**config.mk**
```make
export PLATFORM = sky130hd
export DESIGN_NAME = weighted_edit_distance_core
export DESIGN_NICKNAME = d
export VERILOG_FILES = /design/src/sv/wed_pkg.sv /design/src/sv/wed_ram.sv /design/src/sv/wed_cell.sv /design/src/sv/weighted_edit_distance_core.sv
export SDC_FILE = /design/constraint.sdc
export NUM_CORES = 1
export LEC_CHECK = 0
export BUFFER_PORTS_ARGS = -buffer_cell sky130_fd_sc_hd__buf_4
export CORE_MARGIN = 8
export CORE_UTILIZATION = 57
export CTS_CLUSTER_DIAMETER = 80
export DETAILED_ROUTE_END_ITERATION = 7
export HOLD_SLACK_MARGIN = 0.06
export PLACE_DENSITY = 0.75
export REMOVE_ABC_BUFFERS = 1
export SLEW_MARGIN = 0
export SYNTH_ARGS = -nofsm -noshare
export SYNTH_HDL_FRONTEND = slang
export SYNTH_HIERARCHICAL = 1
export SYNTH_SLANG_ARGS = --single-unit
```
**constraint.sdc**
```tcl
create_clock -name clk -period 7.6 [get_ports clk]
set_clock_uncertainty 0.2 [all_clocks]
set_input_delay 1.52 -clock clk [delete_from_list [all_inputs] [get_ports clk]]
set_output_delay 1.52 -clock clk [all_outputs]
set_load 0.01 [all_outputs]
```
**src/sv/wed_pkg.sv**
```systemverilog
package wed_pkg;

  localparam int COST_W   = 14;
  localparam int SYM_W    = 8;
  localparam int WEIGHT_W = 8;
  localparam int ACT_W    = 2;
  localparam int MAX_LEN_DEF = 32;

  localparam logic [COST_W-1:0] COST_MAX = {COST_W{1'b1}};

  // Input action codes
  localparam logic [ACT_W-1:0] ACT_FIRST   = 2'd0;
  localparam logic [ACT_W-1:0] ACT_SECOND  = 2'd1;
  localparam logic [ACT_W-1:0] ACT_COMPUTE = 2'd2;

  // Configuration register indexes
  localparam logic [1:0] REG_INSERT  = 2'd0;
  localparam logic [1:0] REG_DELETE  = 2'd1;
  localparam logic [1:0] REG_REPLACE = 2'd2;

  localparam logic [WEIGHT_W-1:0] WEIGHT_RESET = 8'd1;

  typedef logic [COST_W-1:0]   cost_t;
  typedef logic [WEIGHT_W-1:0] weight_t;

  // Add a weight to a cost and clamp at the top of the cost range
  function automatic cost_t sat_add(input cost_t a, input weight_t b);
    logic [COST_W:0] s;
    s = {1'b0, a} + {{(COST_W + 1 - WEIGHT_W){1'b0}}, b};
    return s[COST_W] ? COST_MAX : s[COST_W-1:0];
  endfunction

endpackage

```
**src/sv/wed_ram.sv**
```systemverilog
module wed_ram #(
  parameter int WIDTH = 8,
  parameter int DEPTH = 32,
  localparam int AW = (DEPTH > 1) ? $clog2(DEPTH) : 1
) (
  input  logic             clk,
  input  logic             we,
  input  logic [AW-1:0]    waddr,
  input  logic [WIDTH-1:0] wdata,
  input  logic [AW-1:0]    raddr,
  output logic [WIDTH-1:0] rdata
);

  logic [WIDTH-1:0] mem [DEPTH];

  always_ff @(posedge clk) begin
    if (we) begin
      mem[waddr] <= wdata;
    end
    rdata <= mem[raddr];
  end

endmodule

```
**src/sv/wed_cell.sv**
```systemverilog
module wed_cell (
  input  wed_pkg::cost_t   left,
  input  wed_pkg::cost_t   up,
  input  wed_pkg::cost_t   diag,
  input  logic [7:0]       sym_a,
  input  logic [7:0]       sym_b,
  input  wed_pkg::weight_t insert_cost,
  input  wed_pkg::weight_t delete_cost,
  input  wed_pkg::weight_t replace_cost,
  output wed_pkg::cost_t   best
);

  import wed_pkg::*;

  cost_t ins_c;
  cost_t del_c;
  cost_t rep_c;
  cost_t min_id;

  always_comb begin
    ins_c  = sat_add(left, insert_cost);
    del_c  = sat_add(up, delete_cost);
    rep_c  = (sym_a == sym_b) ? diag : sat_add(diag, replace_cost);
    min_id = (del_c < ins_c) ? del_c : ins_c;
    best   = (rep_c < min_id) ? rep_c : min_id;
  end

endmodule

```
**src/sv/weighted_edit_distance_core.sv**
```systemverilog
// Weighted edit distance engine. Each input transaction either appends a byte
// to the first or second word (s_tready stays high), asks for the result, or,
// with the unused action code, is ignored. A compute request runs the
// dynamic-programming table one cell per cycle through a single saturating
// add/min cell unit, keeping the working row in a RAM: it seeds row zero from
// the second word, then walks each byte of the first word (a column-zero step,
// then one cell per byte of the second word), then hands the result to the
// output register; s_tready is low meanwhile. The single cost row RAM port
// pair gives one read and one write per cycle. Loads are taken while a
// finished result still waits in the output register. After a compute both
// words and the overflow flag are cleared. Bytes appended to a full word are
// dropped and reported by the overflow bit of the next result. Cost registers
// are to be written through the cfg port only while the engine is idle; the
// block itself does not enforce this.
module weighted_edit_distance_core #(
  parameter int MAX_LEN = wed_pkg::MAX_LEN_DEF
) (
  input  logic        clk,
  input  logic        rst,
  // Input stream: s_tuser [1:0] action; s_tdata [7:0] symbol
  input  logic        s_tvalid,
  output logic        s_tready,
  input  logic [1:0]  s_tuser,
  input  logic [7:0]  s_tdata,
  // Output stream: [13:0] distance, [14] overflow, [15] zero
  output logic        m_tvalid,
  input  logic        m_tready,
  output logic [15:0] m_tdata,
  // Configuration write port
  input  logic        cfg_we,
  input  logic [1:0]  cfg_index,
  input  logic [7:0]  cfg_data
);

  import wed_pkg::*;

  localparam int LW = $clog2(MAX_LEN + 1);                 // lengths and indexes
  localparam int AW = (MAX_LEN > 1) ? $clog2(MAX_LEN) : 1; // word RAM address
  localparam int CW = $clog2(MAX_LEN + 1);                 // cost row address
  localparam logic [LW-1:0] LEN_FULL = LW'(MAX_LEN);

  typedef enum logic [2:0] {
    IDLE,
    FILL,
    ROW_START,
    CELL,
    DONE
  } state_t;

  state_t state;

  weight_t insert_cost;
  weight_t delete_cost;
  weight_t replace_cost;

  logic [LW-1:0] first_length;
  logic [LW-1:0] second_length;
  logic          dropped_flag;

  logic [LW-1:0] row;   // current row of the first word, 0-based
  logic [LW-1:0] col;   // current cell of the second word
  cost_t         last;  // left neighbor / running result
  cost_t         diag;
  cost_t         col0;  // column-zero cell of the current row

  logic [ACT_W-1:0] action;
  logic [SYM_W-1:0] symbol;
  logic             s_fire;

  // Word and cost-row RAM ports
  logic             fw_we;
  logic             sw_we;
  logic [SYM_W-1:0] fw_rdata;
  logic [SYM_W-1:0] sw_rdata;
  logic             cr_we;
  logic [CW-1:0]    cr_waddr;
  cost_t            cr_wdata;
  cost_t            cr_rdata;
  logic [LW-1:0]    col_plus1;

  cost_t best;
  cost_t fill_val;
  cost_t col0_next;
  logic  out_free;

  assign action   = s_tuser;
  assign symbol   = s_tdata;
  assign s_tready = (state == IDLE);
  assign s_fire   = s_tvalid && s_tready;
  assign out_free = !m_tvalid || m_tready;

  assign fw_we = s_fire && (action == ACT_FIRST) && (first_length < LEN_FULL);
  assign sw_we = s_fire && (action == ACT_SECOND) && (second_length < LEN_FULL);

  assign col_plus1 = col + 1'b1;
  assign fill_val  = sat_add(last, insert_cost);
  assign col0_next = sat_add(col0, delete_cost);

  // Write the seeded row-zero value while filling, the new cell while walking
  always_comb begin
    cr_we    = 1'b0;
    cr_waddr = col[CW-1:0];
    cr_wdata = best;
    case (state)
      FILL: begin
        cr_we    = 1'b1;
        cr_wdata = fill_val;
      end
      CELL: begin
        cr_we = 1'b1;
      end
      default: begin
        cr_we = 1'b0;
      end
    endcase
  end

  wed_ram #(.WIDTH(SYM_W), .DEPTH(MAX_LEN)) u_first_word (
    .clk   (clk),
    .we    (fw_we),
    .waddr (first_length[AW-1:0]),
    .wdata (symbol),
    .raddr (row[AW-1:0]),
    .rdata (fw_rdata)
  );

  // Read one cell ahead: second_word[col] and cost_row[col + 1]
  wed_ram #(.WIDTH(SYM_W), .DEPTH(MAX_LEN)) u_second_word (
    .clk   (clk),
    .we    (sw_we),
    .waddr (second_length[AW-1:0]),
    .wdata (symbol),
    .raddr (col[AW-1:0]),
    .rdata (sw_rdata)
  );

  wed_ram #(.WIDTH(COST_W), .DEPTH(MAX_LEN + 1)) u_cost_row (
    .clk   (clk),
    .we    (cr_we),
    .waddr (cr_waddr),
    .wdata (cr_wdata),
    .raddr (col_plus1[CW-1:0]),
    .rdata (cr_rdata)
  );

  wed_cell u_cell (
    .left         (last),
    .up           (cr_rdata),
    .diag         (diag),
    .sym_a        (fw_rdata),
    .sym_b        (sw_rdata),
    .insert_cost  (insert_cost),
    .delete_cost  (delete_cost),
    .replace_cost (replace_cost),
    .best         (best)
  );

  // Cost registers
  always_ff @(posedge clk) begin
    if (rst) begin
      insert_cost  <= WEIGHT_RESET;
      delete_cost  <= WEIGHT_RESET;
      replace_cost <= WEIGHT_RESET;
    end else if (cfg_we) begin
      case (cfg_index)
        REG_INSERT:  insert_cost  <= cfg_data;
        REG_DELETE:  delete_cost  <= cfg_data;
        REG_REPLACE: replace_cost <= cfg_data;
        default: begin
        end
      endcase
    end
  end

  // Sequencer, word lengths and output register
  always_ff @(posedge clk) begin
    if (rst) begin
      state         <= IDLE;
      first_length  <= '0;
      second_length <= '0;
      dropped_flag  <= 1'b0;
      m_tvalid      <= 1'b0;
      row           <= '0;
      col           <= '0;
    end else begin
      // Drop the result once the consumer takes it; DONE reloads the
      // register on its own
      if (m_tvalid && m_tready && (state != DONE)) begin
        m_tvalid <= 1'b0;
      end

      case (state)
        IDLE: begin
          if (s_fire) begin
            case (action)
              ACT_FIRST: begin
                if (first_length < LEN_FULL) begin
                  first_length <= first_length + 1'b1;
                end else begin
                  dropped_flag <= 1'b1;
                end
              end
              ACT_SECOND: begin
                if (second_length < LEN_FULL) begin
                  second_length <= second_length + 1'b1;
                end else begin
                  dropped_flag <= 1'b1;
                end
              end
              ACT_COMPUTE: begin
                last <= '0;
                col0 <= '0;
                row  <= '0;
                if (second_length != '0) begin
                  col   <= LW'(1);
                  state <= FILL;
                end else if (first_length != '0) begin
                  col   <= '0;
                  state <= ROW_START;
                end else begin
                  state <= DONE;
                end
              end
              default: begin
              end
            endcase
          end
        end

        // Seed row zero with multiples of the insert cost
        FILL: begin
          last <= fill_val;
          if (col == second_length) begin
            col   <= '0;
            state <= (first_length != '0) ? ROW_START : DONE;
          end else begin
            col <= col_plus1;
          end
        end

        // Advance column zero; reads for the first cell are in flight
        ROW_START: begin
          diag <= col0;
          col0 <= col0_next;
          last <= col0_next;
          if (second_length != '0) begin
            col   <= LW'(1);
            state <= CELL;
          end else if (row + 1'b1 == first_length) begin
            state <= DONE;
          end else begin
            row <= row + 1'b1;
          end
        end

        CELL: begin
          last <= best;
          diag <= cr_rdata;
          if (col == second_length) begin
            col <= '0;
            if (row + 1'b1 == first_length) begin
              state <= DONE;
            end else begin
              row   <= row + 1'b1;
              state <= ROW_START;
            end
          end else begin
            col <= col_plus1;
          end
        end

        // Hold until the output register is free, then load the result and clear the words and the flag
        DONE: begin
          if (out_free) begin
            m_tvalid      <= 1'b1;
            m_tdata       <= {1'b0, dropped_flag, last};
            first_length  <= '0;
            second_length <= '0;
            dropped_flag  <= 1'b0;
            state         <= IDLE;
          end
        end

        default: begin
          state <= IDLE;
        end
      endcase
    end
  end

endmodule

```
==> results of run 1 <==
## sequential cells by signal, indices dropped and copies added, names as in the netlist, 14 cells and up
name	count
u_cost_row/mem	462
u_cost_row/rdata	14
u_second_word/mem	256
last	14
col0	14
u_first_word/mem	256
diag	14
m_tdata	15
## cells by family after synthesis
kind of cell             count (synthesis)  share of synthesized area [%]
multiplexers                           469                          14.18
XOR/XNOR                                59                          1.087
other                                    1                       0.007890
AO/OA/AOI/OAI                          422                          6.650
adder cells (fa/ha/maj)                 77                          2.106
AND/OR/NAND/NOR                        532                          5.252
buffers and inverters                  191                          2.075
flip-flops                            1114                          68.64
## where the power goes
group          internal, µW  total [µW]  switching (µW)
combinational           800        2360            1560
sequential             7390        7510             118
clock                  3110        5400            2290
total                 11300       15300            3970
## worst paths after layout
path,startpoint,end,slack (ns)
setup / recovery,last[0],u_cost_row/mem[26][12],0.44
hold / removal,dropped_flag,m_tdata[14],0.24
setup reg to reg,last[0],u_cost_row/mem[26][12],0.44
hold reg to reg,dropped_flag,m_tdata[14],0.24
## layout make-up
class	count	share of cell area, %
sequential	1114	61.72
tap	1080	2.556
multi-input combinational	1561	26.77
inverter	57	0.4188
antenna	2	0.009465
clock inverter	65	1.330
timing repair buffer	113	1.675
clock buffer	138	5.521
## placed cells by master, fill, tap and decap left out, drive strengths merged, types with 59 or more instances in the layout
cell | netlist | final
mux2i | 276 | 276
inv | 56 | 64
clkbuf | 68 | 138
o21ai | 58 | 59
dfxtp | 83 | 83
a22oi | 60 | 60
mux4 | 160 | 160
nor2 | 205 | 205
ha | 72 | 72
nand2 | 147 | 147
edfxtp | 1031 | 1031
a21oi | 78 | 78
buf | 66 | 113
## routing by layer
layer / share of wire, % / vias to the layer above
li1: - / 11600
met3: 8.6 / 218
met5: 0.016 / -
met2: 48 / 1388
met4: 3.0 / 2
met1: 40 / 13790
## critical path, stage by stage (launching register included)
cell and delay (ns):
edfxtp_1 0.44, ha_1 0.26, fa_1 0.45, a211oi_2 0.25, o21ai_0 0.25, or4_1 0.46, o21ai_0 0.17, o31ai_1 0.12
inv_1 0.08, ha_1 0.25, a21oi_1 0.14, o21ai_0 0.13, or3_4 0.43, a21oi_4 0.24, buf_4 0.19, mux2_2 0.35
ha_1 0.18, a211oi_1 0.24, o21bai_1 0.10, a211oi_1 0.29, o21ai_1 0.16, nor3_1 0.34, a311oi_4 0.09, buf_4 0.24
mux2i_1 0.29, nand2_1 0.24, o21ai_4 0.29
## what timing repair did
item / in CTS / in global routing
hold buffers: 0 / 0
setup endpoints to repair: 0 / 468
resized for setup: 0 / 10
## per-stage QoR
| step | TNS, ns | setup WS, ns | cells |
|---|---|---|---|
| 3_5_place_dp | 0 | 0.1335 | 3924 |
| 2_1_floorplan | -67.93 | -4.855 | 2731 |
| 3_3_place_gp | 0 | 0.3019 | 3924 |
| 4_1_cts | 0 | 0.1143 | 4127 |
| 6_report | 0 | 0.4367 | 4130 |
| 5_1_grt | 0 | 0.05166 | 4128 |
==> key figures, run 1 <==
Timing
  – Fmax: 139.6 MHz
  – Max-slew violation count: 0
  – RSZ-0062 raised after global routing: false
  – Endpoints failing setup: 0
  – Final min period: 7.163 ns
  – Period utilisation layout: 94.25%
  – Worst-Margin Slew: 1.429 ns
  – Worst hold slack: 0.2371 ns
  – Rel. slew slack: 4.660%
  – Fin. Hold Viols: 0

Logic synthesis
  – Yosys top cell area share: 65.14%
  – Top FF cell, synth: edfxtp_1
  – Synthesized area: 47530 µm²
  – Avg Synthesized Cell Area: 16.59 µm²
  – Asr flop ratio synth: 0%
  – Cells after synthesis: 2865
  – Yosys top cell by area: edfxtp_1
  – Flops & latches, synth: 1114
  – Top post-synthesis cells by count: edfxtp_1 (1031), mux2i_1 (276), nor2_1 (205)
  – Ys Warns: 6
  – Sequential fraction of the synthesis area: 68.64%
  – EDFF count, synth: 1031
  – Count leader, synth: edfxtp_1
  – Synth cell types: 94
  – Top cells by area, synth: edfxtp_1 (65%), mux4_2 (7.6%), mux2i_1 (5.8%)

Clocking
  – Clk Latency, worst-skew pair: 0.69 ns
  – CTS buffer count: 109
  – # H-tree levels: 3
  – Clk sinks: 1114
  – CTS Buffer Depth: 3
  – Worst-path clk slew: 0.06 ns
  – CTS tree: done
  – Post-CTS Setup Inserts: 0
  – Root buf cell: clkbuf_16

Global routing
  – GR Layer Usage met1: 33.86%
  – Largest net degree at the start of global routing: 110
  – Gr ovfl total: 0
  – Vias in the first global route: 26740
  – First-pass GRT wire length: 171100 µm
  – M2 GR Usage: 39.74%
  – Met3 Usage GRT: 3.744%
  – Gr usage total: 24.27%
  – GRT busiest layer: met2
  – Initial antenna violation count: 1

Power and ir drop
  – LEAKAGE: 0.01883 µW
  – Max IR drop VDD: 250.2 µV
  – P per Cell Area: 288.9 nW/µm²
  – Tot Pwr: 15270 µW

Die
  – CORE AREA: 83160 µm²
  – Site Rows: 106
  – Die H: 304.8 µm
  – Initial core utilization: 57.15%
  – Die area: 92880 µm²
  – Die X: 304.8 µm
  – Io pins: 43

Detailed routing
  – DRC: 0
  – Via Count: 27000
  – Vias per cell: 6.536
  – Router iterations before antenna repair: 6
  – Drt wl/cell: 27.94 µm
  – Routed WL: 115400 µm
  – DR iter-0 viols: 3106
  – ANT nets after route: 0

Outcome
  – Result of the run: complete, no violations

Place
  – Post-place instance area: 49190 µm²
  – Global placement routability congestion: 0.9347
  – PortBufs: 41
  – Hpwl dp: 69540 µm

Setup path
  – Crit path max fanout: 17
  – Worst setup EP type: register
  – Arrival time at the worst endpoint: 7.35 ns
  – Setup CP Type: register to register
  – Crit path required time: 7.78 ns
  – Reg2reg path depth: 26
  – Type of origin of the critical path: register

Layout
  – Layout cell share with drive strength beyond 1: 18.96%
  – Area delta synth->final: 11.25%
  – Multi-input logic area: 14150 µm²
  – Final core utilization: 63.58%
  – Filler cells: 5622
  – Design area: 52870 µm²
  – # nets final: 3058
  – FF/Latch Area: 32630 µm²

Job
  – Max cap viols: 0

Hold path
  – Hold path depth: 0
  – Min-Delay Path Class: register to register
No activity file was read; power rests on OpenSTA's default activity.
==> run 2: changes to the inputs <==
--- a/config.mk
+++ b/config.mk
@@ -6,6 +6,7 @@
 export NUM_CORES = 1
 export LEC_CHECK = 0
 export BUFFER_PORTS_ARGS = -buffer_cell sky130_fd_sc_hd__buf_4
+export CORE_ASPECT_RATIO = 0.6
 export CORE_MARGIN = 8
 export CORE_UTILIZATION = 57
 export CTS_CLUSTER_DIAMETER = 80
==> run 2 against run 1 <==
Effect of this change:
- die area is 0.33% higher
- highest routed layer is now met4
- utilization is 0.33 points lower
- first-iteration DRC count is 19% higher
- register-to-register slack better by 0.05 ns
- final area is 0.70% lower
- hold slack better by 0.014 ns
- sequential power hardly changed
- setup slack better by 0.051 ns
- critical path depth is 1 higher
- flip-flop and latch count stayed put
==> key figures, run 2 (synthesis gave the netlist of run 1 again) <==
Global routing
  – Gr usage total: 25.05% (was 24.27%)
  – First-pass GRT wire length: 173600 µm (was 171100 µm)
  – Gr ovfl total: 0 (unchanged)
  – Vias in the first global route: 26060 (was 26740)
  – Largest net degree at the start of global routing: 87 (was 110)
  – Initial antenna violation count: 2 (was 1)

Timing
  – Final min period: 7.112 ns (was 7.163 ns)
  – Worst hold slack: 0.2513 ns (was 0.2371 ns)
  – RSZ-0062 raised after global routing: false (unchanged)
  – Endpoints failing setup: 0 (unchanged)
  – Worst-Margin Slew: 1.288 ns (was 1.429 ns)
  – Max-slew violation count: 0 (unchanged)
  – Fin. Hold Viols: 0 (unchanged)
  – Fmax: 140.6 MHz (was 139.6 MHz)
  – Rel. slew slack: 14.02% (was 4.660%)
  – Period utilisation layout: 93.58% (was 94.25%)
  – TNS Setup: 0 ns (unchanged)

Setup path
  – Worst r2r src: last[0] (unchanged)
  – Type of origin of the critical path: register (unchanged)
  – Crit path required time: 7.90 ns (was 7.78 ns)
  – CP startpoint: last[0] (unchanged)
  – Arrival time at the worst endpoint: 7.41 ns (was 7.35 ns)
  – Total stage count of the critical path: 27 (was 26)
  – CP peak stage delay: 0.45 ns (was 0.46 ns)
  – Crit path max-delay cell type: fa_1 (was or4_1)
  – Worst setup EP type: register (unchanged)
  – Top delay family on crit path: compound AO/OA/AOI/OAI gates (unchanged)
  – WP buf/inv: 4 (was 3)
  – Reg2reg path depth: 27 (was 26)
  – Setup CP Type: register to register (unchanged)
  – Crit path max fanout: 6 (was 17)

Layout
  – Most common cell after layout, fill and taps aside: edfxtp_1 (unchanged)
  – Layout cell share with drive strength beyond 1: 18.23% (was 18.96%)
  – Ant diodes: 0 (was 2)
  – # nets final: 3045 (was 3058)
  – Regs by FF count: u_cost_row/mem: 462 flops, u_first_word/mem: 256 flops, u_second_word/mem: 256 flops (unchanged)
  – Post-Layout Cell Count: 4109 (was 4130)
  – Design area: 52500 µm² (was 52870 µm²)
  – Final core utilization: 63.25% (was 63.58%)
  – Area delta synth->final: 10.47% (was 11.25%)
  – Max FFs per register: 462 (unchanged)
  – Commonest cells after routing, fill and taps aside: edfxtp_1 (1031), mux2i_1 (274), nor2_1 (174) (was edfxtp_1 (1031), mux2i_1 (276), nor2_1 (174))
  – Filler cells: 5567 (was 5622)
  – Top reg by flops: u_cost_row/mem (unchanged)

Detailed routing
  – Router iterations before antenna repair: 8 (was 6)
  – Via Count: 27150 (was 27000)
  – Routed WL: 118600 µm (was 115400 µm)
  – Drt wl/cell: 28.87 µm (was 27.94 µm)
  – DRC: 0 (unchanged)
  – DR iter-0 viols: 3703 (was 3106)
  – ANT nets after route: 0 (unchanged)
  – Vias per cell: 6.608 (was 6.536)

Hold path
  – Min-Delay Path Class: register to register (unchanged)
  – Hold wc startpoint: dropped_flag (unchanged)
  – Hold path depth: 0 (unchanged)

Power and ir drop
  – P per Cell Area: 287.3 nW/µm² (was 288.9 nW/µm²)
  – LEAKAGE: 0.01861 µW (was 0.01883 µW)
  – Max IR drop VDD: 213.2 µV (was 250.2 µV)

Die
  – Initial core utilization: 57.26% (was 57.15%)
  – Site Rows: 82 (was 106)
  – Die area: 93180 µm² (was 92880 µm²)
  – Die X: 388.8 µm (was 304.8 µm)
  – CORE AREA: 83000 µm² (was 83160 µm²)
  – Io pins: 43 (unchanged)
  – Die H: 239.7 µm (was 304.8 µm)

Outcome
  – Result of the run: complete, no violations (unchanged)

Place
  – Cells after DPL: 3934 (was 3924)
  – Post-place instance area: 49290 µm² (was 49190 µm²)
  – PortBufs: 41 (unchanged)
  – Hpwl dp: 76400 µm (was 69540 µm)
  – Global placement routability congestion: 0.9590 (was 0.9347)

Clocking
  – Worst-path clk slew: 0.06 ns (about the same)
  – Clk Latency, worst-skew pair: 0.67 ns (was 0.69 ns)
  – Clk sinks: 1114 (unchanged)
  – Hold_buf cts: 0 (unchanged)
  – CTS tree: done (unchanged)
  – Root buf cell: clkbuf_16 (unchanged)
  – # H-tree levels: 3 (unchanged)
  – CTS buffer count: 99 (was 109)
  – CTS Buffer Depth: 3 (unchanged)

Job
  – Max cap viols: 0 (unchanged)
==> run 2: through the flow <==
step / total power [µW] / setup WS [ns]
2_1_floorplan: 9100 / -4.855
3_3_place_gp: 10080 / 0.3298
3_5_place_dp: 10160 / 0.3538
4_1_cts: 15080 / 0.2369
5_1_grt: 15570 / 0.02326
6_report: 15090 / 0.4878
==> run 2: layout make-up <==
type	instances	area [µm²]	area share, %
Clock buffer	125	2615	4.981
Clock inverter	50	560.5	1.068
Inverter	57	221.5	0.4218
Multi-Input combinational cell	1560	14130	26.92
Sequential cell	1114	32630	62.16
Tap cell	1092	1366	2.602
Timing Repair Buffer	111	970.9	1.849
==> run 2: where the power goes <==
group | switching [µW] | total [µW] | leakage, µW | internal, µW
registers | 141 | 7520 | 0.00997 | 7380
clock network | 2190 | 4980 | 0.00155 | 2780
logic | 1680 | 2590 | 0.00709 | 907
==> run 2: what timing repair did <==
| item | CTS | global route |
|---|---|---|
| setup endpoints to repair | 0 | 409 |
| setup buffers | 0 | 0 |
| gates resized for setup | 0 | 8 |
==> run 2: final timing paths <==
path / slack, ns / to
worst max-delay path: 0.49 / last[12]
worst min-delay path: 0.25 / m_tdata[14]
worst max register to register: 0.49 / last[12]
worst min register to register: 0.25 / m_tdata[14]
==> run 2: routing by layer <==
| metal | up-vias | GRT usage, % | part of all wire [%] |
|---|---|---|---|
| met5 | - | 0 | 0 |
| met4 | 0 | 5.110 | 1.9 |
| met3 | 176 | 6.513 | 12 |
| met2 | 1665 | 35.00 | 42 |
| met1 | 13760 | 39.61 | 44 |
| li1 | 11550 | - | - |
